==> config.mk <==
export PLATFORM = sky130hd
export DESIGN_NAME = sorted_alarm_queue
export DESIGN_NICKNAME = d
export VERILOG_FILES = /design/src/rtl/saq_pkg.sv /design/src/rtl/saq_cell.sv /design/src/rtl/sorted_alarm_queue.sv
export SDC_FILE = /design/constraint.sdc
export NUM_CORES = 2
export LEC_CHECK = 0
export ABC_AREA = 1
export BUFFER_PORTS_ARGS = -buffer_cell sky130_fd_sc_hd__buf_2
export CAP_MARGIN = 5
export CORE_ASPECT_RATIO = 0.7
export CORE_MARGIN = 5
export CORE_UTILIZATION = 45
export CTS_CLUSTER_DIAMETER = 50
export DETAILED_ROUTE_END_ITERATION = 7
export PLACE_DENSITY = 0.6
export SETUP_SLACK_MARGIN = 0.15
export SYNTH_ARGS = -nofsm -noshare
export SYNTH_HDL_FRONTEND = slang
export SYNTH_SLANG_ARGS = --single-unit
==> constraint.sdc <==
create_clock -name i_clk -period 10.5 [get_ports i_clk]
set_input_delay 2.1 -clock i_clk [delete_from_list [all_inputs] [get_ports i_clk]]
set_output_delay 2.1 -clock i_clk [all_outputs]
set_load 0.1 [all_outputs]
==> src/rtl/saq_pkg.sv <==
// shared types and constants for the sorted alarm queue
package saq_pkg;

    localparam int DefaultNumAlarms = 16;
    localparam int MaxOut           = 16;
    localparam int OutCntW          = $clog2(MaxOut + 1);
    localparam int OutIdxW          = $clog2(MaxOut);
    localparam int IdW              = 4;
    localparam int TimeW            = 64;
    localparam int CmpW             = 32;
    localparam int PendW            = 5;
    localparam int FuncW            = 2;

    typedef enum logic [FuncW-1:0] {
        FUNC_ARM    = 2'd0,
        FUNC_CANCEL = 2'd1,
        FUNC_INTR   = 2'd2,
        FUNC_NONE   = 2'd3
    } t_func;

    typedef enum logic [1:0] {
        CELL_HOLD,
        CELL_REMOVE,
        CELL_INSERT,
        CELL_SHIFT
    } t_cell_op;

    typedef struct packed {
        logic             valid;
        logic [IdW-1:0]   id;
        logic [TimeW-1:0] dl;
    } t_entry;

    typedef struct packed {
        t_cell_op         op;
        logic [IdW-1:0]   id;
        logic [TimeW-1:0] when;
    } t_cell_cmd;

    typedef enum logic [2:0] {
        ST_IDLE,
        ST_REMOVE,
        ST_INSERT,
        ST_FIRE,
        ST_EMIT
    } t_state;

endpackage

==> src/rtl/saq_cell.sv <==
// one queue slot: holds an alarm entry and trades it with its neighbors
module saq_cell (
    input  logic               i_clk,
    input  logic               i_rst_n,
    input  saq_pkg::t_cell_cmd i_cmd,
    input  saq_pkg::t_entry    i_left,
    input  logic               i_left_gt,
    input  saq_pkg::t_entry    i_right,
    input  logic               i_hit,
    output logic               o_hit,
    output logic               o_gt,
    output saq_pkg::t_entry    o_entry
);

    saq_pkg::t_entry r_entry;
    saq_pkg::t_entry n_entry;
    logic            own_hit;

    assign own_hit = r_entry.valid && (r_entry.id == i_cmd.id);
    assign o_hit   = i_hit || own_hit;
    assign o_gt    = r_entry.valid && (r_entry.dl > i_cmd.when);
    assign o_entry = r_entry;

    always_comb begin
        n_entry = r_entry;
        case (i_cmd.op)
            saq_pkg::CELL_REMOVE: begin
                if (o_hit) begin
                    n_entry = i_right;
                end
            end
            saq_pkg::CELL_INSERT: begin
                if (i_left_gt) begin
                    n_entry = i_left;
                end else if ((o_gt || !r_entry.valid) && i_left.valid) begin
                    n_entry.valid = 1'b1;
                    n_entry.id    = i_cmd.id;
                    n_entry.dl    = i_cmd.when;
                end
            end
            saq_pkg::CELL_SHIFT: begin
                n_entry = i_right;
            end
            default: begin
                n_entry = r_entry;
            end
        endcase
    end

    always_ff @(posedge i_clk) begin
        if (!i_rst_n) begin
            r_entry.valid <= 1'b0;
        end else begin
            r_entry <= n_entry;
        end
    end

endmodule

==> src/rtl/sorted_alarm_queue.sv <==
// sorted alarm queue: sequencer, fired-id buffer and a row of queue cells
//
// Command channel: present i_func, i_alarm_id, i_delay and i_now with start
// high while busy is low; the request is taken at that clock edge and busy
// stays high until its last result has gone out.
// Results: each result sits on the o_ ports for one cycle with o_strobe
// high; o_last marks the final result of a request. A request that fires
// nothing gives one status result with o_fired_valid low.
// Sequence by function: arm removes the id, files it again when i_delay is
// nonzero, then runs the fire walk and emits; arm with no delay skips the
// filing step; alarm interrupt runs the fire walk and emits; cancel removes
// the id and emits one status result; an unused func emits one status result.
// The fire walk pops one due alarm off the head of the cell row per cycle.
// Busy returns low after the last result.
// Reset empties the queue, clears the compare and enable holds and returns
// to idle. Results cannot be held off by the receiver.
module sorted_alarm_queue #(
    parameter int NUM_ALARMS = saq_pkg::DefaultNumAlarms
) (
    input  logic                       i_clk,
    input  logic                       i_rst_n,
    input  logic                       start,
    output logic                       busy,
    input  logic [saq_pkg::FuncW-1:0]  i_func,
    input  logic [saq_pkg::IdW-1:0]    i_alarm_id,
    input  logic [saq_pkg::TimeW-1:0]  i_delay,
    input  logic [saq_pkg::TimeW-1:0]  i_now,
    output logic                       o_strobe,
    output logic                       o_fired_valid,
    output logic [saq_pkg::IdW-1:0]    o_fired_id,
    output logic [saq_pkg::CmpW-1:0]   o_compare_value,
    output logic                       o_intr_enable,
    output logic [saq_pkg::PendW-1:0]  o_pending_count,
    output logic                       o_last
);

    localparam int CntW = $clog2(NUM_ALARMS + 1);

    saq_pkg::t_state               r_state, n_state;
    saq_pkg::t_func                r_func, n_func;
    logic [saq_pkg::IdW-1:0]       r_id, n_id;
    logic [saq_pkg::TimeW-1:0]     r_when, n_when;
    logic [saq_pkg::TimeW-1:0]     r_now, n_now;
    logic                          r_arm_new, n_arm_new;
    logic [saq_pkg::OutCntW-1:0]   r_n, n_n;
    logic [saq_pkg::OutIdxW-1:0]   r_k, n_k;
    logic [CntW-1:0]               r_count, n_count;
    logic [saq_pkg::CmpW-1:0]      r_cmp, n_cmp;
    logic                          r_en, n_en;
    logic [saq_pkg::IdW-1:0]       r_fired [saq_pkg::MaxOut];
    logic [saq_pkg::IdW-1:0]       fired_rd;
    logic                          fire_we;
    logic                          due;
    logic                          id_ok;
    logic                          is_last;
    logic [CntW+saq_pkg::PendW-1:0] cnt_wide;

    saq_pkg::t_cell_cmd cmd;
    saq_pkg::t_entry    w_entry [NUM_ALARMS];
    saq_pkg::t_entry    w_left  [NUM_ALARMS];
    saq_pkg::t_entry    w_right [NUM_ALARMS];
    logic               w_gt    [NUM_ALARMS];
    logic               w_lgt   [NUM_ALARMS];
    logic               w_hin   [NUM_ALARMS];
    logic               w_hout  [NUM_ALARMS];

    genvar g;
    generate
        for (g = 0; g < NUM_ALARMS; g++) begin : g_cell
            if (g == 0) begin : g_head
                assign w_left[g] = '{valid: 1'b1, id: '0, dl: '0};
                assign w_lgt[g]  = 1'b0;
                assign w_hin[g]  = 1'b0;
            end else begin : g_body
                assign w_left[g] = w_entry[g-1];
                assign w_lgt[g]  = w_gt[g-1];
                assign w_hin[g]  = w_hout[g-1];
            end
            if (g == NUM_ALARMS - 1) begin : g_tail
                assign w_right[g] = '{valid: 1'b0, id: '0, dl: '0};
            end else begin : g_mid
                assign w_right[g] = w_entry[g+1];
            end
            saq_cell u_cell (
                .i_clk     (i_clk),
                .i_rst_n   (i_rst_n),
                .i_cmd     (cmd),
                .i_left    (w_left[g]),
                .i_left_gt (w_lgt[g]),
                .i_right   (w_right[g]),
                .i_hit     (w_hin[g]),
                .o_hit     (w_hout[g]),
                .o_gt      (w_gt[g]),
                .o_entry   (w_entry[g])
            );
        end
    endgenerate

    assign id_ok   = int'(r_id) < NUM_ALARMS;
    assign due     = w_entry[0].valid && (w_entry[0].dl <= r_now) &&
                     (r_n < saq_pkg::OutCntW'(saq_pkg::MaxOut));
    assign is_last = (r_n == '0) ||
                     ((saq_pkg::OutCntW'(r_k) + saq_pkg::OutCntW'(1)) == r_n);
    assign cnt_wide = (CntW + saq_pkg::PendW)'(r_count);

    assign busy            = (r_state != saq_pkg::ST_IDLE);
    assign o_strobe        = (r_state == saq_pkg::ST_EMIT);
    assign o_fired_valid   = (r_n != '0);
    assign o_fired_id      = (r_n != '0) ? fired_rd : '0;
    assign o_compare_value = r_cmp;
    assign o_intr_enable   = r_en;
    assign o_pending_count = cnt_wide[saq_pkg::PendW-1:0];
    assign o_last          = is_last;

    assign fired_rd = r_fired[r_k];

    always_comb begin
        n_state   = r_state;
        n_func    = r_func;
        n_id      = r_id;
        n_when    = r_when;
        n_now     = r_now;
        n_arm_new = r_arm_new;
        n_n       = r_n;
        n_k       = r_k;
        n_count   = r_count;
        n_cmp     = r_cmp;
        n_en      = r_en;
        fire_we   = 1'b0;
        cmd.op    = saq_pkg::CELL_HOLD;
        cmd.id    = r_id;
        cmd.when  = r_when;
        case (r_state)
            saq_pkg::ST_IDLE: begin
                if (start) begin
                    n_func    = saq_pkg::t_func'(i_func);
                    n_id      = i_alarm_id;
                    n_when    = i_now + i_delay;
                    n_now     = i_now;
                    n_arm_new = (i_delay != '0);
                    n_n       = '0;
                    n_k       = '0;
                    case (saq_pkg::t_func'(i_func))
                        saq_pkg::FUNC_ARM,
                        saq_pkg::FUNC_CANCEL: n_state = saq_pkg::ST_REMOVE;
                        saq_pkg::FUNC_INTR:   n_state = saq_pkg::ST_FIRE;
                        default:              n_state = saq_pkg::ST_EMIT;
                    endcase
                end
            end
            saq_pkg::ST_REMOVE: begin
                cmd.op = saq_pkg::CELL_REMOVE;
                if (w_hout[NUM_ALARMS-1]) begin
                    n_count = r_count - CntW'(1);
                end
                if (r_func == saq_pkg::FUNC_ARM) begin
                    n_state = r_arm_new ? saq_pkg::ST_INSERT : saq_pkg::ST_FIRE;
                end else begin
                    n_state = saq_pkg::ST_EMIT;
                end
            end
            saq_pkg::ST_INSERT: begin
                if (id_ok && (r_count < CntW'(NUM_ALARMS))) begin
                    cmd.op  = saq_pkg::CELL_INSERT;
                    n_count = r_count + CntW'(1);
                end
                n_state = saq_pkg::ST_FIRE;
            end
            saq_pkg::ST_FIRE: begin
                if (due) begin
                    cmd.op  = saq_pkg::CELL_SHIFT;
                    fire_we = 1'b1;
                    n_n     = r_n + saq_pkg::OutCntW'(1);
                    n_count = r_count - CntW'(1);
                end else begin
                    if (w_entry[0].valid) begin
                        n_cmp = w_entry[0].dl[saq_pkg::CmpW-1:0];
                        n_en  = 1'b1;
                    end else begin
                        n_en  = 1'b0;
                    end
                    n_state = saq_pkg::ST_EMIT;
                end
            end
            saq_pkg::ST_EMIT: begin
                if (is_last) begin
                    n_state = saq_pkg::ST_IDLE;
                end else begin
                    n_k = r_k + saq_pkg::OutIdxW'(1);
                end
            end
            default: begin
                n_state = saq_pkg::ST_IDLE;
            end
        endcase
    end

    always_ff @(posedge i_clk) begin
        if (!i_rst_n) begin
            r_state <= saq_pkg::ST_IDLE;
            r_count <= '0;
            r_cmp   <= '0;
            r_en    <= 1'b0;
            r_n     <= '0;
            r_k     <= '0;
        end else begin
            r_state <= n_state;
            r_count <= n_count;
            r_cmp   <= n_cmp;
            r_en    <= n_en;
            r_n     <= n_n;
            r_k     <= n_k;
        end
    end

    always_ff @(posedge i_clk) begin
        r_func    <= n_func;
        r_id      <= n_id;
        r_when    <= n_when;
        r_now     <= n_now;
        r_arm_new <= n_arm_new;
    end

    always_ff @(posedge i_clk) begin
        if (fire_we) begin
            r_fired[r_n[saq_pkg::OutIdxW-1:0]] <= w_entry[0].id;
        end
    end

endmodule

Word-level counts from Yosys, hierarchy flattened:

Memories as Yosys holds them, arrays and structs flattened. A register that Yosys moved wholly into a read port is not among the register bits.
Cells that the tools add are included.

* register bits after elaboration: 1289
* RAM bits: 64
* output and inout bits: 46
* logic and storage cells: 390
* memories kept: 1

* add/sub/neg operators: 6
* order comparisons: 19
* eq/ne operators: 65
* mux-type cells: 91
* bitwise logic cells: 1
* reductions and logical operators: 148

Memories
* r_fired: words 16, width 4, rd ports 1, clocked after Yosys merged registers in 1, wr ports 1, RTL line sorted_alarm_queue.sv:50 `logic [saq_pkg::IdW-1:0] r_fired [saq_pkg::MaxOut];`

Operators by type and width (number)
* 69-bit case mux with 3 select lines: 16
* 69-bit two-way mux: 47
* 64-bit > comparator: 16
* 4-bit AND reduction: 17
* 64-bit adder: 1
* 4-bit == test: 16
* 64-bit <= comparator: 1
* 64-bit nonzero test: 1
* 3-bit AND reduction: 20
* 1-bit logical AND: 49
* 3-bit by 1-bit != test with 1-bit output (second input constant): 15
* 2-bit by 1-bit != test with 1-bit output (second input constant): 19
* 1-bit logical OR: 32
* 5-bit two-way mux: 5
* 4-bit two-way mux: 5
* 1-bit zero test: 16
* 3-bit case mux with 5 select lines: 1
* 5-bit case mux with 3 select lines: 1
* 3-bit two-way mux: 4
* 5-bit by 1-bit adder with 5-bit output (second input constant): 2
* 5-bit < comparator (second input constant): 2
* 2-bit != test (second input constant): 5
* 5-bit case mux with 2 select lines: 1
* 3-bit nonzero test: 3
* other kinds (22): 35

Depth between registers and ports, before layout:

* word-level depth: 19
* gate-level depth with buffers: 23
* gate-level depth less buffers: 23

By module:

Synthesis repeated with hierarchy kept, for this count alone.

* cell total of the unflattened synthesis: 12526
* area total of the unflattened synthesis: 99628.1 µm²

Modules (own cells, without submodules)
* saq_cell: times used 16, cells an instance 675, area an instance 5272.6 µm², sequential area each 2062.0 µm²
* sorted_alarm_queue: times used 1, cells an instance 1726, area an instance 15267.1 µm², sequential area each 7056.8 µm²

Worst setup path before layout:

OpenSTA, ideal clock, no wires.

* path kind: input to register
* start point: in start
* end point: reg r_n[0] (netlist bit)
* arrival: 8933 ps
* data required time: 10414 ps
* setup slack: 1482 ps
* stages on the path: 6
* path buffers: 0
* cell sequence: inv_1 > nor2_1 > inv_1 > nand2_1 > inv_1 > a211oi_1

* cells in the longest elaborated chain, start to end: 2

Ends and longest elaborated chain
* from (decl): RTL line sorted_alarm_queue.sv:22 `input logic start,`
* 2-bit != test (no source line)
* 3-bit AND reduction (no source line)
* to (signal assigned): RTL line sorted_alarm_queue.sv:211 `r_n <= n_n;`
* to (decl): RTL line sorted_alarm_queue.sv:45 `logic [saq_pkg::OutCntW-1:0] r_n, n_n;`

No other way between the ends.
A chain may end at the register's enable or synchronous reset.

Worst setup path after layout:

* start point: reg g_cell[0].u_cell.r_entry (netlist bit g_cell[0].u_cell.o_entry[59])
* end point: reg g_cell[6].u_cell.r_entry (netlist bit g_cell[6].u_cell.o_entry[40]), enable pin

* cells in the longest elaborated chain, start to end: 8
* elaborated cells between the ends (all ways): 12
* classes of those cells: 1 x order compare; 5 x eq/ne; 2 x mux; 4 x reduce/logical

Ends and longest elaborated chain
* from (decl): RTL line saq_cell.sv:15 `saq_pkg::t_entry r_entry;`
* from (signal assigned): RTL line saq_cell.sv:54 `r_entry <= n_entry;`
* 64-bit <= comparator (*): RTL line sorted_alarm_queue.sv:100 `assign due = w_entry[0].valid && (w_entry[0].dl <= r_now) &&`
* 1-bit logical AND (*) (2 in a row): RTL line sorted_alarm_queue.sv:100
* 2-bit two-way mux (*): RTL line sorted_alarm_queue.sv:170 `if (due) begin`
* 2-bit case mux with 3 select lines (*): RTL line sorted_alarm_queue.sv:133 `case (r_state)`
* 2-bit == test / 2-bit by 1-bit == test with 1-bit output (equally long branches): RTL line saq_cell.sv:26 `case (i_cmd.op)`
* 3-bit by 1-bit != test with 1-bit output (no source line), or another cell as far along
* 4-bit AND reduction (no source line) (*)
* to (signal assigned): RTL line saq_cell.sv:54
* to (decl): RTL line saq_cell.sv:15

Mark *: on every way between the ends. The rest lies on a longest branch, timed or not.

==> results.json <==
{
  "setup.worst_path.end_class": "flop",
  "avgSynthCellArea_um2": 8.291,
  "synth_ff_type": "edfxtp_1",
  "swShare": 0.4073,
  "fin_crit_ns": 7.532,
  "pwr-share-seq": 0.348,
  "startpoint_type": "flop",
  "rsz0062_at_grt": "false",
  "cp.required_ns": 10.93,
  "drt_wl_total_um": 348600,
  "synth-edff-count": 1287,
  "tns_ns": 0,
  "num_vias": 84490,
  "cts_tree": "done",
  "grt_max_degree": 275,
  "syn_inst": 11420,
  "cap_violations": 0,
  "comb_power_share": 0.376,
  "portBuffers": 182,
  "max_slew_margin": 0.06144,
  "io_pins": 183,
  "hp-start": "o_compare_value[19]",
  "post-cts-setup-buffer-count": 0,
  "pwr-share-clk": 0.276,
  "leakagePower_uw": 0.04465,
  "gr-total-overflow": 0,
  "mostFrequentLayoutCells": "4066 x nand2_1, 1393 x o21ai_0, 1287 x edfxtp_1",
  "die_h_um": 393.8,
  "finalHoldWorstSlack_ns": 0.4610,
  "crit_path_start": "g_cell[0].u_cell.o_entry[59]",
  "p_switching_uw": 9063,
  "layout_commonest_cell": "nand2_1",
  "start_util": 0.4539,
  "hold_viol_final": 0,
  "area_growth_pct": 9.682,
  "core_um2": 208600,
  "vdd_drop_max_v": 0.0001363,
  "ys_seq_area_frac": 0.4229,
  "synth_warnings": 0,
  "placed_cells": 13970,
  "async_flop_share": 0,
  "reg2reg_from": "g_cell[0].u_cell.o_entry[59]",
  "cts.path.max_buffers": 4,
  "pwr_density_cell_nw_per_um2": 214.3,
  "drt_iter0_markers": 11630,
  "design_area_um2": 103900,
  "vias_per_cell": 5.917,
  "ctsRootBufferMaster": "clkbuf_16",
  "cts_buffers": 171,
  "grt_pass1_vias": 77930,
  "yosysUniqueCellTypes": 67,
  "fin_total_pwr_uw": 22250,
  "synth-seq-cells": 1357,
  "cts.sinks": 1357,
  "path_max_fanout": 111,
  "hold_path.class": "flop to flop",
  "final_layout_size_suffix_gt1_frac": 0.06284,
  "critPathKind": "flop to flop",
  "num_rows": 140,
  "final_nets": 12670,
  "cts.repair.resized": 0,
  "placed_area_um2": 98150,
  "clkTransAtPathRegs_ns": 0.06,
  "skew_ns": 0.05304,
  "fin_cells": 14280,
  "htreeDepth": 4,
  "grt_usage": 0.3055,
  "syn_area_um2": 94690,
  "wl_per_cell_um": 24.41,
  "first_pass_iters": 6,
  "cp.arrival_ns": 7.96,
  "finalCritPeriodShare": 0.7174,
  "drv_slew": 0,
  "route.detailed.drc": 0,
  "intPower_uw": 13190,
  "max_freq_ghz": 0.1328,
  "status": "finished, final reports clean",
  "die_w_um": 558.3,
  "dpl.hpwl_um": 258200,
  "grt_pass1_wl_um": 511300,
  "gp_congestion": 0.9441,
  "insertion_delay_ns": 0.85,
  "synth_fp_nets": 12720,
  "worstMarginPinSlew_ns": 1.398,
  "die_area_um2": 219800,
  "cts_hold_buf": 0,
  "antenna_found_initial": 21,
  "setup_viol": 0,
  "antenna_violating_nets_post_route": 0
}
[metal layers]
layer	vias to the layer above	track usage	part of all wire
met2	4703	0.3955	0.37
li1	39470	-	-
met1	39830	0.4813	0.46
met4	14	0.07628	0.026
met3	473	0.09561	0.14
met5	-	0.009821	0.0010
[cell usage after synthesis (all sizes together) (9+ instances only)]
cell	count	share of area
nor3	84	0.0045
a31oi	41	0.0027
clkbuf	277	0.011
dfxtp	70	0.015
xnor2	41	0.0038
xor2	49	0.0045
nor4	47	0.0032
nand2	4069	0.16
ha	1161	0.15
o21ai	1399	0.074
and3	9	0.00059
a21o	12	0.00095
mux2	64	0.0076
edfxtp	1287	0.41
a21oi	777	0.041
buf	283	0.015
o211ai	43	0.0034
o22ai	10	0.00066
o221ai	15	0.0014
inv	649	0.026
o2111ai	14	0.0013
a2bb2oi	64	0.0059
nand4	142	0.0096
nor2	397	0.016
o21bai	10	0.00079
nand3	191	0.010
a211oi	102	0.0081
o21a	50	0.0040
[state kept, by name (all words and copies together) (netlist names), named ones only]
name,flops
g_cell.u_cell.o_entry,1104
o_compare_value,32
o_intr_enable,1
o_pending_count,5
r_arm_new,1
r_fired,64
r_func,2
r_id,4
r_k,4
r_n,5
r_now,64
r_state,3
r_when,64
[path summary, 6_finish.rpt]
check | endpoint | slack (ns) | cells past startpoint
hold / removal | o_compare_value[19] | 0.46 | 2
setup reg to reg | g_cell[6].u_cell.o_entry[40] | 2.97 | 18
hold reg to reg | o_compare_value[19] | 0.46 | 2
setup / recovery | g_cell[6].u_cell.o_entry[40] | 2.97 | 18
[metrics by stage]
| step | setup slack, ns | utilization |
|---|---|---|
| after CTS | 3.136 | 0.4978 |
| after detailed placement | 3.093 | 0.4705 |
| after floorplan | 1.482 | - |
| after global routing | 2.699 | 0.4978 |
| after global placement | 3.346 | 0.4705 |
| final | 2.968 | 0.4978 |
[kinds of logic (layout without fill, tap and decap cells)]
family | Yosys count | after routing | share of synthesized area
buffers and inverters | 1212 | 1296 | 0.05213
xor gates and xnor gates | 90 | 90 | 0.008325
DFF | 1357 | 1357 | 0.4229
muxes | 71 | 71 | 0.008351
AOI/OAI and AO/OA | 2571 | 2571 | 0.1473
and+or+nand+nor | 4957 | 4957 | 0.2071
adders and majority gates | 1163 | 1163 | 0.1538
other | 0 | 5 | 0
[power groups by stage]
stage / registers, µW / logic [µW] / clock network, µW
finish: 7740 / 8370 / 6130
global route: 7780 / 9300 / 6430
CTS: 7690 / 8160 / 6210
detailed placement: 7800 / 8120 / 0
global placement: 7780 / 7840 / 0
floorplan: 7520 / 5470 / 0
[critical path, cell delays in order, from the launching register on]
cell and delay [ns]:
edfxtp_1 0.45, ha_1 0.33, nand2_1 0.05, inv_1 0.06, nand3_1 0.06, nor2_1 0.20
nand2_1 0.18, nor2_1 0.97, nand4_1 0.21, nand2_1 0.56, nand3_2 0.30, nand4_4 0.39
buf_4 0.67, buf_4 0.89, nor2_1 0.09, nand2_1 0.11, nand2_1 0.10, nor2_4 0.46
buf_4 0.70
[final cells by class]
| cell class | count | area (µm²) |
|---|---|---|
| antenna | 5 | 12.51 |
| clock buffer | 216 | 4634 |
| clock inverter | 90 | 1057 |
| fill | 20000 | 104800 |
| inverter | 652 | 2467 |
| multi-input combinational | 8852 | 50010 |
| sequential | 1357 | 40050 |
| tap | 2769 | 3465 |
| timing repair buffer | 338 | 2157 |
(Power assumes the default switching activity.)
